--- src/dkte_pkg.sv ---
package dkte_pkg;

  // record tag bit positions
  localparam int unsigned TAG_KEY     = 0;
  localparam int unsigned TAG_MODE    = 1;
  localparam int unsigned TAG_FLAGS   = 2;
  localparam int unsigned TAG_VEHICLE = 3;
  localparam int unsigned TAG_WAVE    = 4;
  localparam int unsigned TAG_W       = 5;

  localparam logic [15:0] KEY_INTERVAL_RESET = 16'd64;
  localparam logic [15:0] COUNT_MAX          = 16'hFFFF;

  typedef struct packed {
    logic               track_start;
    logic signed [31:0] pos_x;
    logic signed [31:0] pos_y;
    logic signed [31:0] rotation;
    logic [15:0]        vehicle_size;
    logic [15:0]        wave_size;
    logic [31:0]        time_stamp;
    logic [7:0]         icon_mode;
    logic [7:0]         frame_flags;
  } frame_t;

  typedef struct packed {
    logic [TAG_W-1:0]   record_tag;
    logic signed [31:0] x_value;
    logic signed [31:0] y_value;
    logic signed [31:0] rot_value;
    logic [31:0]        time_value;
    logic [15:0]        vehicle_out;
    logic [15:0]        wave_out;
    logic [7:0]         mode_out;
    logic [7:0]         flags_out;
  } record_t;

  // history of the previous frame plus key bookkeeping
  typedef struct packed {
    logic [31:0] last_x;
    logic [31:0] last_y;
    logic [31:0] last_rot;
    logic [15:0] last_vehicle;
    logic [15:0] last_wave;
    logic [31:0] last_time;
    logic [7:0]  last_mode;
    logic [7:0]  last_flags;
    logic        have_previous;
    logic [15:0] deltas_since_key;
  } track_state_t;

  localparam track_state_t TRACK_STATE_RESET = '{
    last_x:           32'd0,
    last_y:           32'd0,
    last_rot:         32'd0,
    last_vehicle:     16'd1,
    last_wave:        16'd1,
    last_time:        32'd0,
    last_mode:        8'd0,
    last_flags:       8'd0,
    have_previous:    1'b0,
    deltas_since_key: 16'd0
  };

endpackage

--- src/dkte_frame_if.sv ---
interface dkte_frame_if;
  logic               valid;
  logic               ready;
  logic               track_start;
  logic signed [31:0] pos_x;
  logic signed [31:0] pos_y;
  logic signed [31:0] rotation;
  logic [15:0]        vehicle_size;
  logic [15:0]        wave_size;
  logic [31:0]        time_stamp;
  logic [7:0]         icon_mode;
  logic [7:0]         frame_flags;

  modport source (
    output valid, track_start, pos_x, pos_y, rotation, vehicle_size, wave_size,
           time_stamp, icon_mode, frame_flags,
    input  ready
  );

  modport sink (
    input  valid, track_start, pos_x, pos_y, rotation, vehicle_size, wave_size,
           time_stamp, icon_mode, frame_flags,
    output ready
  );
endinterface

--- src/dkte_record_if.sv ---
interface dkte_record_if;
  logic               valid;
  logic               ready;
  logic [4:0]         record_tag;
  logic signed [31:0] x_value;
  logic signed [31:0] y_value;
  logic signed [31:0] rot_value;
  logic [31:0]        time_value;
  logic [15:0]        vehicle_out;
  logic [15:0]        wave_out;
  logic [7:0]         mode_out;
  logic [7:0]         flags_out;

  modport source (
    output valid, record_tag, x_value, y_value, rot_value, time_value,
           vehicle_out, wave_out, mode_out, flags_out,
    input  ready
  );

  modport sink (
    input  valid, record_tag, x_value, y_value, rot_value, time_value,
           vehicle_out, wave_out, mode_out, flags_out,
    output ready
  );
endinterface

--- src/delta_keyframe_track_encoder.sv ---
// frame to record encoder: one record per frame
// path: an accepted frame waits in the input register, then its record is
//   registered in the result register; while records stall, frames wait
// throughput: one frame per cycle; history and record register update together
// reset: synchronous rst clears both stages, history to its start values and
//   key_interval to 64
module delta_keyframe_track_encoder (
  input  logic          clk,
  input  logic          rst,
  input  logic          cfg_we,
  input  logic [15:0]   cfg_wdata,
  dkte_frame_if.sink    frames,
  dkte_record_if.source records
);
  import dkte_pkg::*;

  logic         in_valid;
  frame_t       in_frame;
  logic         out_valid;
  record_t      out_rec;
  track_state_t state;
  track_state_t state_next;
  record_t      rec_next;
  logic [15:0]  key_interval;
  logic         advance;

  // input stage moves on when the result register is free or draining
  assign advance      = in_valid && (!out_valid || records.ready);
  assign frames.ready = !in_valid || advance;

  // configuration register
  always_ff @(posedge clk) begin
    if (rst) begin
      key_interval <= KEY_INTERVAL_RESET;
    end else if (cfg_we) begin
      key_interval <= cfg_wdata;
    end
  end

  // input register
  always_ff @(posedge clk) begin
    if (rst) begin
      in_valid <= 1'b0;
    end else if (frames.ready) begin
      in_valid <= frames.valid;
    end
  end

  always_ff @(posedge clk) begin
    if (frames.valid && frames.ready) begin
      in_frame.track_start  <= frames.track_start;
      in_frame.pos_x        <= frames.pos_x;
      in_frame.pos_y        <= frames.pos_y;
      in_frame.rotation     <= frames.rotation;
      in_frame.vehicle_size <= frames.vehicle_size;
      in_frame.wave_size    <= frames.wave_size;
      in_frame.time_stamp   <= frames.time_stamp;
      in_frame.icon_mode    <= frames.icon_mode;
      in_frame.frame_flags  <= frames.frame_flags;
    end
  end

  dkte_core u_core (
    .frame        (in_frame),
    .state        (state),
    .key_interval (key_interval),
    .rec          (rec_next),
    .state_next   (state_next)
  );

  // track history
  always_ff @(posedge clk) begin
    if (rst) begin
      state <= TRACK_STATE_RESET;
    end else if (advance) begin
      state <= state_next;
    end
  end

  // result register
  always_ff @(posedge clk) begin
    if (rst) begin
      out_valid <= 1'b0;
    end else if (!out_valid || records.ready) begin
      out_valid <= in_valid;
    end
  end

  always_ff @(posedge clk) begin
    if (advance) begin
      out_rec <= rec_next;
    end
  end

  assign records.valid       = out_valid;
  assign records.record_tag  = out_rec.record_tag;
  assign records.x_value     = out_rec.x_value;
  assign records.y_value     = out_rec.y_value;
  assign records.rot_value   = out_rec.rot_value;
  assign records.time_value  = out_rec.time_value;
  assign records.vehicle_out = out_rec.vehicle_out;
  assign records.wave_out    = out_rec.wave_out;
  assign records.mode_out    = out_rec.mode_out;
  assign records.flags_out   = out_rec.flags_out;

endmodule

--- src/dkte_core.sv ---
module dkte_core (
  input  dkte_pkg::frame_t       frame,
  input  dkte_pkg::track_state_t state,
  input  logic [15:0]            key_interval,
  output dkte_pkg::record_t      rec,
  output dkte_pkg::track_state_t state_next
);
  import dkte_pkg::*;

  logic [32:0] dx;
  logic [32:0] dy;
  logic [32:0] dr;
  logic [32:0] dt;
  logic        fit_x;
  logic        fit_y;
  logic        fit_r;
  logic        time_bad;
  logic        key;
  logic        mode_chg;
  logic        flags_chg;
  logic        veh_chg;
  logic        wave_chg;

  // 33-bit signed deltas and the int16 range checks
  assign dx = {frame.pos_x[31], frame.pos_x} - {state.last_x[31], state.last_x};
  assign dy = {frame.pos_y[31], frame.pos_y} - {state.last_y[31], state.last_y};
  assign dr = {frame.rotation[31], frame.rotation} - {state.last_rot[31], state.last_rot};
  assign fit_x = (dx[32:15] == '0) || (dx[32:15] == '1);
  assign fit_y = (dy[32:15] == '0) || (dy[32:15] == '1);
  assign fit_r = (dr[32:15] == '0) || (dr[32:15] == '1);

  // time going backwards shows as a borrow, a long gap as high bits
  assign dt       = {1'b0, frame.time_stamp} - {1'b0, state.last_time};
  assign time_bad = dt[32] | (|dt[31:16]);

  assign key = frame.track_start | ~state.have_previous
             | (state.deltas_since_key >= key_interval)
             | ~fit_x | ~fit_y | ~fit_r | time_bad;

  assign mode_chg  = frame.icon_mode    != state.last_mode;
  assign flags_chg = frame.frame_flags  != state.last_flags;
  assign veh_chg   = frame.vehicle_size != state.last_vehicle;
  assign wave_chg  = frame.wave_size    != state.last_wave;

  // record selection
  always_comb begin
    rec = '0;
    if (key) begin
      rec.record_tag[TAG_KEY] = 1'b1;
      rec.x_value     = frame.pos_x;
      rec.y_value     = frame.pos_y;
      rec.rot_value   = frame.rotation;
      rec.time_value  = frame.time_stamp;
      rec.vehicle_out = frame.vehicle_size;
      rec.wave_out    = frame.wave_size;
      rec.mode_out    = frame.icon_mode;
      rec.flags_out   = frame.frame_flags;
    end else begin
      rec.record_tag[TAG_MODE]    = mode_chg;
      rec.record_tag[TAG_FLAGS]   = flags_chg;
      rec.record_tag[TAG_VEHICLE] = veh_chg;
      rec.record_tag[TAG_WAVE]    = wave_chg;
      rec.x_value     = dx[31:0];
      rec.y_value     = dy[31:0];
      rec.rot_value   = dr[31:0];
      rec.time_value  = dt[31:0];
      rec.vehicle_out = veh_chg   ? frame.vehicle_size : 16'd0;
      rec.wave_out    = wave_chg  ? frame.wave_size    : 16'd0;
      rec.mode_out    = mode_chg  ? frame.icon_mode    : 8'd0;
      rec.flags_out   = flags_chg ? frame.frame_flags  : 8'd0;
    end
  end

  // history update, counter saturates at its top value
  always_comb begin
    state_next.last_x        = frame.pos_x;
    state_next.last_y        = frame.pos_y;
    state_next.last_rot      = frame.rotation;
    state_next.last_vehicle  = frame.vehicle_size;
    state_next.last_wave     = frame.wave_size;
    state_next.last_time     = frame.time_stamp;
    state_next.last_mode     = frame.icon_mode;
    state_next.last_flags    = frame.frame_flags;
    state_next.have_previous = 1'b1;
    if (key) begin
      state_next.deltas_since_key = 16'd0;
    end else if (state.deltas_since_key != COUNT_MAX) begin
      state_next.deltas_since_key = state.deltas_since_key + 16'd1;
    end else begin
      state_next.deltas_since_key = state.deltas_since_key;
    end
  end

endmodule

--- src/flat_wrapper.sv ---
// flat-port wrapper written by rule: the top's interface ports become plain ports
module delta_keyframe_track_encoder_flat import dkte_pkg::*;
  (clk, rst, cfg_we, cfg_wdata, frames_valid, frames_track_start, frames_pos_x, frames_pos_y, frames_rotation, frames_vehicle_size, frames_wave_size, frames_time_stamp, frames_icon_mode, frames_frame_flags, frames_ready, records_valid, records_record_tag, records_x_value, records_y_value, records_rot_value, records_time_value, records_vehicle_out, records_wave_out, records_mode_out, records_flags_out, records_ready);
  dkte_frame_if frames_i ();
  dkte_record_if records_i ();
  input  logic clk;
  input  logic rst;
  input  logic cfg_we;
  input  logic [15:0] cfg_wdata;
  input wire logic [$bits(frames_i.valid)-1:0] frames_valid;
  input wire logic [$bits(frames_i.track_start)-1:0] frames_track_start;
  input wire logic [$bits(frames_i.pos_x)-1:0] frames_pos_x;
  input wire logic [$bits(frames_i.pos_y)-1:0] frames_pos_y;
  input wire logic [$bits(frames_i.rotation)-1:0] frames_rotation;
  input wire logic [$bits(frames_i.vehicle_size)-1:0] frames_vehicle_size;
  input wire logic [$bits(frames_i.wave_size)-1:0] frames_wave_size;
  input wire logic [$bits(frames_i.time_stamp)-1:0] frames_time_stamp;
  input wire logic [$bits(frames_i.icon_mode)-1:0] frames_icon_mode;
  input wire logic [$bits(frames_i.frame_flags)-1:0] frames_frame_flags;
  output wire logic [$bits(frames_i.ready)-1:0] frames_ready;
  output wire logic [$bits(records_i.valid)-1:0] records_valid;
  output wire logic [$bits(records_i.record_tag)-1:0] records_record_tag;
  output wire logic [$bits(records_i.x_value)-1:0] records_x_value;
  output wire logic [$bits(records_i.y_value)-1:0] records_y_value;
  output wire logic [$bits(records_i.rot_value)-1:0] records_rot_value;
  output wire logic [$bits(records_i.time_value)-1:0] records_time_value;
  output wire logic [$bits(records_i.vehicle_out)-1:0] records_vehicle_out;
  output wire logic [$bits(records_i.wave_out)-1:0] records_wave_out;
  output wire logic [$bits(records_i.mode_out)-1:0] records_mode_out;
  output wire logic [$bits(records_i.flags_out)-1:0] records_flags_out;
  input wire logic [$bits(records_i.ready)-1:0] records_ready;
  assign frames_i.valid = frames_valid;
  assign frames_i.track_start = frames_track_start;
  assign frames_i.pos_x = frames_pos_x;
  assign frames_i.pos_y = frames_pos_y;
  assign frames_i.rotation = frames_rotation;
  assign frames_i.vehicle_size = frames_vehicle_size;
  assign frames_i.wave_size = frames_wave_size;
  assign frames_i.time_stamp = frames_time_stamp;
  assign frames_i.icon_mode = frames_icon_mode;
  assign frames_i.frame_flags = frames_frame_flags;
  assign frames_ready = frames_i.ready;
  assign records_valid = records_i.valid;
  assign records_record_tag = records_i.record_tag;
  assign records_x_value = records_i.x_value;
  assign records_y_value = records_i.y_value;
  assign records_rot_value = records_i.rot_value;
  assign records_time_value = records_i.time_value;
  assign records_vehicle_out = records_i.vehicle_out;
  assign records_wave_out = records_i.wave_out;
  assign records_mode_out = records_i.mode_out;
  assign records_flags_out = records_i.flags_out;
  assign records_i.ready = records_ready;
  delta_keyframe_track_encoder u_core (.clk(clk), .rst(rst), .cfg_we(cfg_we), .cfg_wdata(cfg_wdata), .frames(frames_i), .records(records_i));
endmodule
--- config.mk ---
export PLATFORM = sky130hd
export DESIGN_NAME = delta_keyframe_track_encoder_flat
export DESIGN_NICKNAME = d
export VERILOG_FILES = /design/src/dkte_pkg.sv /design/src/dkte_frame_if.sv /design/src/dkte_record_if.sv /design/src/delta_keyframe_track_encoder.sv /design/src/dkte_core.sv /design/src/flat_wrapper.sv
export SDC_FILE = /design/constraint.sdc
export NUM_CORES = 1
export LEC_CHECK = 0
export BUFFER_PORTS_ARGS = -buffer_cell sky130_fd_sc_hd__buf_2
export CORE_ASPECT_RATIO = 0.75
export CORE_MARGIN = 8
export CORE_UTILIZATION = 60
export DETAILED_ROUTE_END_ITERATION = 6
export GPL_TIMING_DRIVEN = 0
export PLACE_DENSITY = 0.82
export RECOVER_POWER = 50
export SLEW_MARGIN = 10
export SYNTH_ARGS = -nofsm -noshare
export SYNTH_HDL_FRONTEND = slang
export SYNTH_HIERARCHICAL = 1
export SYNTH_SLANG_ARGS = --single-unit
--- constraint.sdc ---
create_clock -name clk -period 12.4 [get_ports clk]
set_input_delay 1.24 -clock clk [delete_from_list [all_inputs] [get_ports clk]]
set_output_delay 1.24 -clock clk [all_outputs]
set_load 0.01 [all_outputs]
==> impl_metrics.sql <==
INSERT INTO impl_metrics (metric_group, metric, value, unit) VALUES
('sta', 'grt_setup_unrepaired', 'no', ''),
('layout', 'fin_area', '37500', 'µm²'),
('global_route', 'first_global_vias', '23700', ''),
('global_route', 'grt_total_usage', '0.257', ''),
('global_route', 'grt_antenna_before_repair', '7', ''),
('cts', 'tritoncts', 'built', ''),
('worst_setup_path', 'worst-setup-path-type', 'flop to flop', ''),
('hold_path', 'hold_path.startpoint', 'u_core/state[61]$_SDFFE_PP0P_', ''),
('worst_setup_path', 'reg2reg_from', 'u_core/in_frame[80]$_DFFE_PP_', ''),
('run_status', 'outcome', 'complete, but fails checks', ''),
('placement', 'placedInstanceArea', '35900', 'µm²'),
('logic_synthesis', 'synth-async-reset-ratio', '0', ''),
('cts', 'clock_latency_on_the_worst_skew_pair', '610', 'ps'),
('floorplan', 'floorplan.rows', '74', ''),
('run_status', 'failed_checks', 'capacitance limit, slew limit', ''),
('worst_setup_path', 'worst_r2r_endpoint', 'u_core/records.flags_out[6]$_DFFE_PP_', ''),
('logic_synthesis', 'postSynthCellCount', '3130', ''),
('layout', 'final_layout_size_suffix_gt1_frac', '0.199', ''),
('logic_synthesis', 'mappedNetlistArea', '32800', 'µm²'),
('hold_path', 'worst_hold_path.num_cells', '2', ''),
('sta', 'worst-slew-pin-transition', '3380', 'ps'),
('layout', 'num-fill-cells', '4178', ''),
('worst_setup_path', 'crit_path_max_fanout', '10', ''),
('logic_synthesis', 'synth.top_cell.area_share', '0.327', ''),
('drt', 'route.detailed.drc', '0', ''),
('power_and_ir_drop', 'static-leakage-power', '14.5', 'nW'),
('cts', 'cts_hold_repair.buffers', '0', ''),
('logic_synthesis', 'yosysWarnings', '6', ''),
('cts', 'h-tree-depth', '2', ''),
('cts', 'numCtsBuffers', '56', ''),
('logic_synthesis', 'sequential_area_share_after_synthesis', '0.456', ''),
('placement', 'gp_congestion', '0.947', ''),
('logic_synthesis', 'ys_top_cells_by_count', 'sky130_fd_sc_hd__nand2b_1 (396), sky130_fd_sc_hd__edfxtp_1 (358), sky130_fd_sc_hd__mux2i_1 (224)', ''),
('layout', 'multi_input_comb_area', '15100', 'µm²'),
('worst_setup_path', 'critical_path_required', '12670', 'ps'),
('floorplan', 'die-height', '219', 'µm'),
('floorplan', 'fp.dieW', '286', 'µm'),
('layout', 'area.sequential', '15000', 'µm²'),
('placement', 'count_of_placed_standard_cells_including_taps', '4240', ''),
('floorplan', 'initial_core_util', '0.605', ''),
('layout', 'design.final.nets', '3923', ''),
('floorplan', 'floorplan_die_area', '62600', 'µm²'),
('worst_setup_path', 'critical_path_arrival', '6010', 'ps'),
('sta', 'final.setup_skew', '24.0', 'ps'),
('logic_synthesis', 'yosys_register_bits', '569', ''),
('sta', 'number_of_pins_with_negative_max_slew_slack_in_the_final_report', '56', ''),
('power_and_ir_drop', 'pwr_density_cell', '126', 'nW/µm²'),
('drt', 'postRouteWirelength', '83500', 'µm'),
('drt', 'drt-wirelength-per-cell', '19.2', 'µm'),
('cts', 'root_buffer', 'sky130_fd_sc_hd__clkbuf_16', ''),
('floorplan', 'core_area', '54300', 'µm²'),
('sta', 'fin_worst_hold_slack', '471', 'ps'),
('placement', 'hpwlAfterDp', '62800', 'µm'),
('sta', 'finalHoldViolCount', '0', ''),
('global_route', 'grt.overflow.total', '0', ''),
('sta', 'max_clock_freq', '174', 'MHz'),
('worst_setup_path', 'crit_path_end_kind', 'flop', ''),
('logic_synthesis', 'syn_avg_cell_area', '10.5', 'µm²'),
('sta', 'setup_violations_final', '0', ''),
('logic_synthesis', 'synth_most_common_cell', 'sky130_fd_sc_hd__nand2b_1', ''),
('logic_synthesis', 'synth.lib_cells_used.distinct', '84', ''),
('logic_synthesis', 'syn-num-nets', '3477', ''),
('layout', 'final_core_util', '0.691', ''),
('drt', 'detail-route-antenna-nets', '0', ''),
('layout', 'area_growth_syn_to_layout', '14.1', '%'),
('power_and_ir_drop', 'p_total', '4.71', 'mW'),
('worst_setup_path', 'start_kind', 'flop', ''),
('layout', 'finish.cell_count_without_fillers', '4349', ''),
('worst_setup_path', 'worst_r2r_path_depth', '19', ''),
('job', 'maxCapViolations', '2', ''),
('power_and_ir_drop', 'peakVddDrop', '0.000137', 'V');
[per-layer routing]
metal	GRT usage	vias to the layer above	routed length, µm
met2	0.404	785	37200
met3	0.0459	116	5950
li1	-	11700	-
met1	0.367	11500	38400
met5	0	-	10
met4	0.0667	2	1910
[worst max-delay path, stage by stage (launching register included)]
cell and delay [ps]:
sky130_fd_sc_hd__edfxtp_1 390, sky130_fd_sc_hd__inv_1 90, sky130_fd_sc_hd__ha_1 160, sky130_fd_sc_hd__inv_1 60, sky130_fd_sc_hd__fa_1 410, sky130_fd_sc_hd__a21o_1 230, sky130_fd_sc_hd__a221o_1 340, sky130_fd_sc_hd__a31oi_1 390
sky130_fd_sc_hd__o31a_1 310, sky130_fd_sc_hd__o31ai_1 190, sky130_fd_sc_hd__xor2_1 200, sky130_fd_sc_hd__or4_1 570, sky130_fd_sc_hd__nor4_1 270, sky130_fd_sc_hd__and4b_1 240, sky130_fd_sc_hd__a31o_1 240, sky130_fd_sc_hd__and4b_1 230
sky130_fd_sc_hd__buf_4 190, sky130_fd_sc_hd__buf_4 260, sky130_fd_sc_hd__buf_2 380, sky130_fd_sc_hd__a21boi_0 240
[logic make-up (layout without fill, tap and decap cells)]
group                    after synthesis  count (layout)  share of synthesized area
XOR/XNOR                             154             154                     0.0411
buffers and inverters                501             994                     0.0859
other                                  1               5                   0.000114
multiplexers                         329             329                      0.104
AO/OA/AOI/OAI                        507             507                      0.101
adder cells (fa/ha/maj)              149             149                     0.0577
flip-flops                           569             569                      0.456
AND/OR/NAND/NOR                      920             920                      0.154
[sequential cells by signal, summed over array words and instances (netlist names)]
signal and cells:
u_core/records.rot_value 32, u_core/key_interval 16, u_core/state 193, u_core/records.x_value 32, u_core/in_valid 1, u_core/records.y_value 32, u_core/records.vehicle_out 16, u_core/records.flags_out 8
u_core/records.mode_out 8, u_core/records.valid 1, u_core/records.wave_out 16, u_core/in_frame 177, u_core/records.record_tag 5, u_core/records.time_value 32
[metrics by stage]
stage	TNS [ps]	setup WS [ps]
global route	0	6450
detailed placement	0	6830
global placement	-496260	-2830
finish	0	6660
CTS	0	6710
floorplan	0	1810
[how the worst max path moves through the flow]
stage,endpoint,depth (start not counted),from,slack [ps]
after floorplan,u_core/in_frame[0]$_DFFE_PP_,2,records_ready,1810
after global placement,u_core/in_frame[151]$_DFFE_PP_,3,records_ready,-2830
after detailed placement,u_core/records.flags_out[6]$_DFFE_PP_,19,u_core/in_frame[80]$_DFFE_PP_,6830
after CTS,u_core/records.flags_out[6]$_DFFE_PP_,19,u_core/in_frame[80]$_DFFE_PP_,6710
after global routing,u_core/records.flags_out[6]$_DFFE_PP_,19,u_core/in_frame[80]$_DFFE_PP_,6450
final,u_core/records.flags_out[6]$_DFFE_PP_,19,u_core/in_frame[80]$_DFFE_PP_,6660
[layout by cell type, fill, tap and decap left out, drive strengths merged, types with 6 or more instances in the layout]
cell type  Yosys  layout
o21a          23      23
o21ai         91      91
o31ai          8       8
buf          231     577
nor3          29      29
o2111ai        6       6
clkbuf        79     194
o21bai         9       9
a311oi         7       7
xnor2        115     115
a31o           6       6
a21o          53      53
and3          17      17
mux2i        224     224
or4            6       6
a21oi        147     147
and2          11      11
ha           145     145
a21boi        57      57
nand2b       396     396
edfxtp       358     358
nor2b         38      38
xor2          39      39
clkinv         0      20
inv          191     194
nor4          17      17
nor2         148     148
a211oi        17      17
and4           8       8
nand2        136     136
a2111oi       10      10
a31oi         12      12
dfxtp        211     211
mux2         105     105
nand4         48      48
nand3         35      35
or3            8       8
o211ai        17      17
[final cells by class]
| cell class | count | area share |
|---|---|---|
| multi-input cells | 2060 | 0.402 |
| flip-flops and latches | 569 | 0.400 |
| plain buffers | 310 | 0.0539 |
| repair buffers | 388 | 0.0528 |
| clock buffers | 73 | 0.0402 |
| well taps | 722 | 0.0241 |
| inverters | 191 | 0.0191 |
| clock inverters | 32 | 0.00828 |
| diodes | 4 | 0.000267 |
[power by group]
part | leakage, nW | switching [mW] | internal [mW]
logic | 8.46 | 0.471 | 0.357
clock network | 0.878 | 0.747 | 0.946
registers | 5.14 | 0.0643 | 2.12
(Power assumes the default switching activity.)
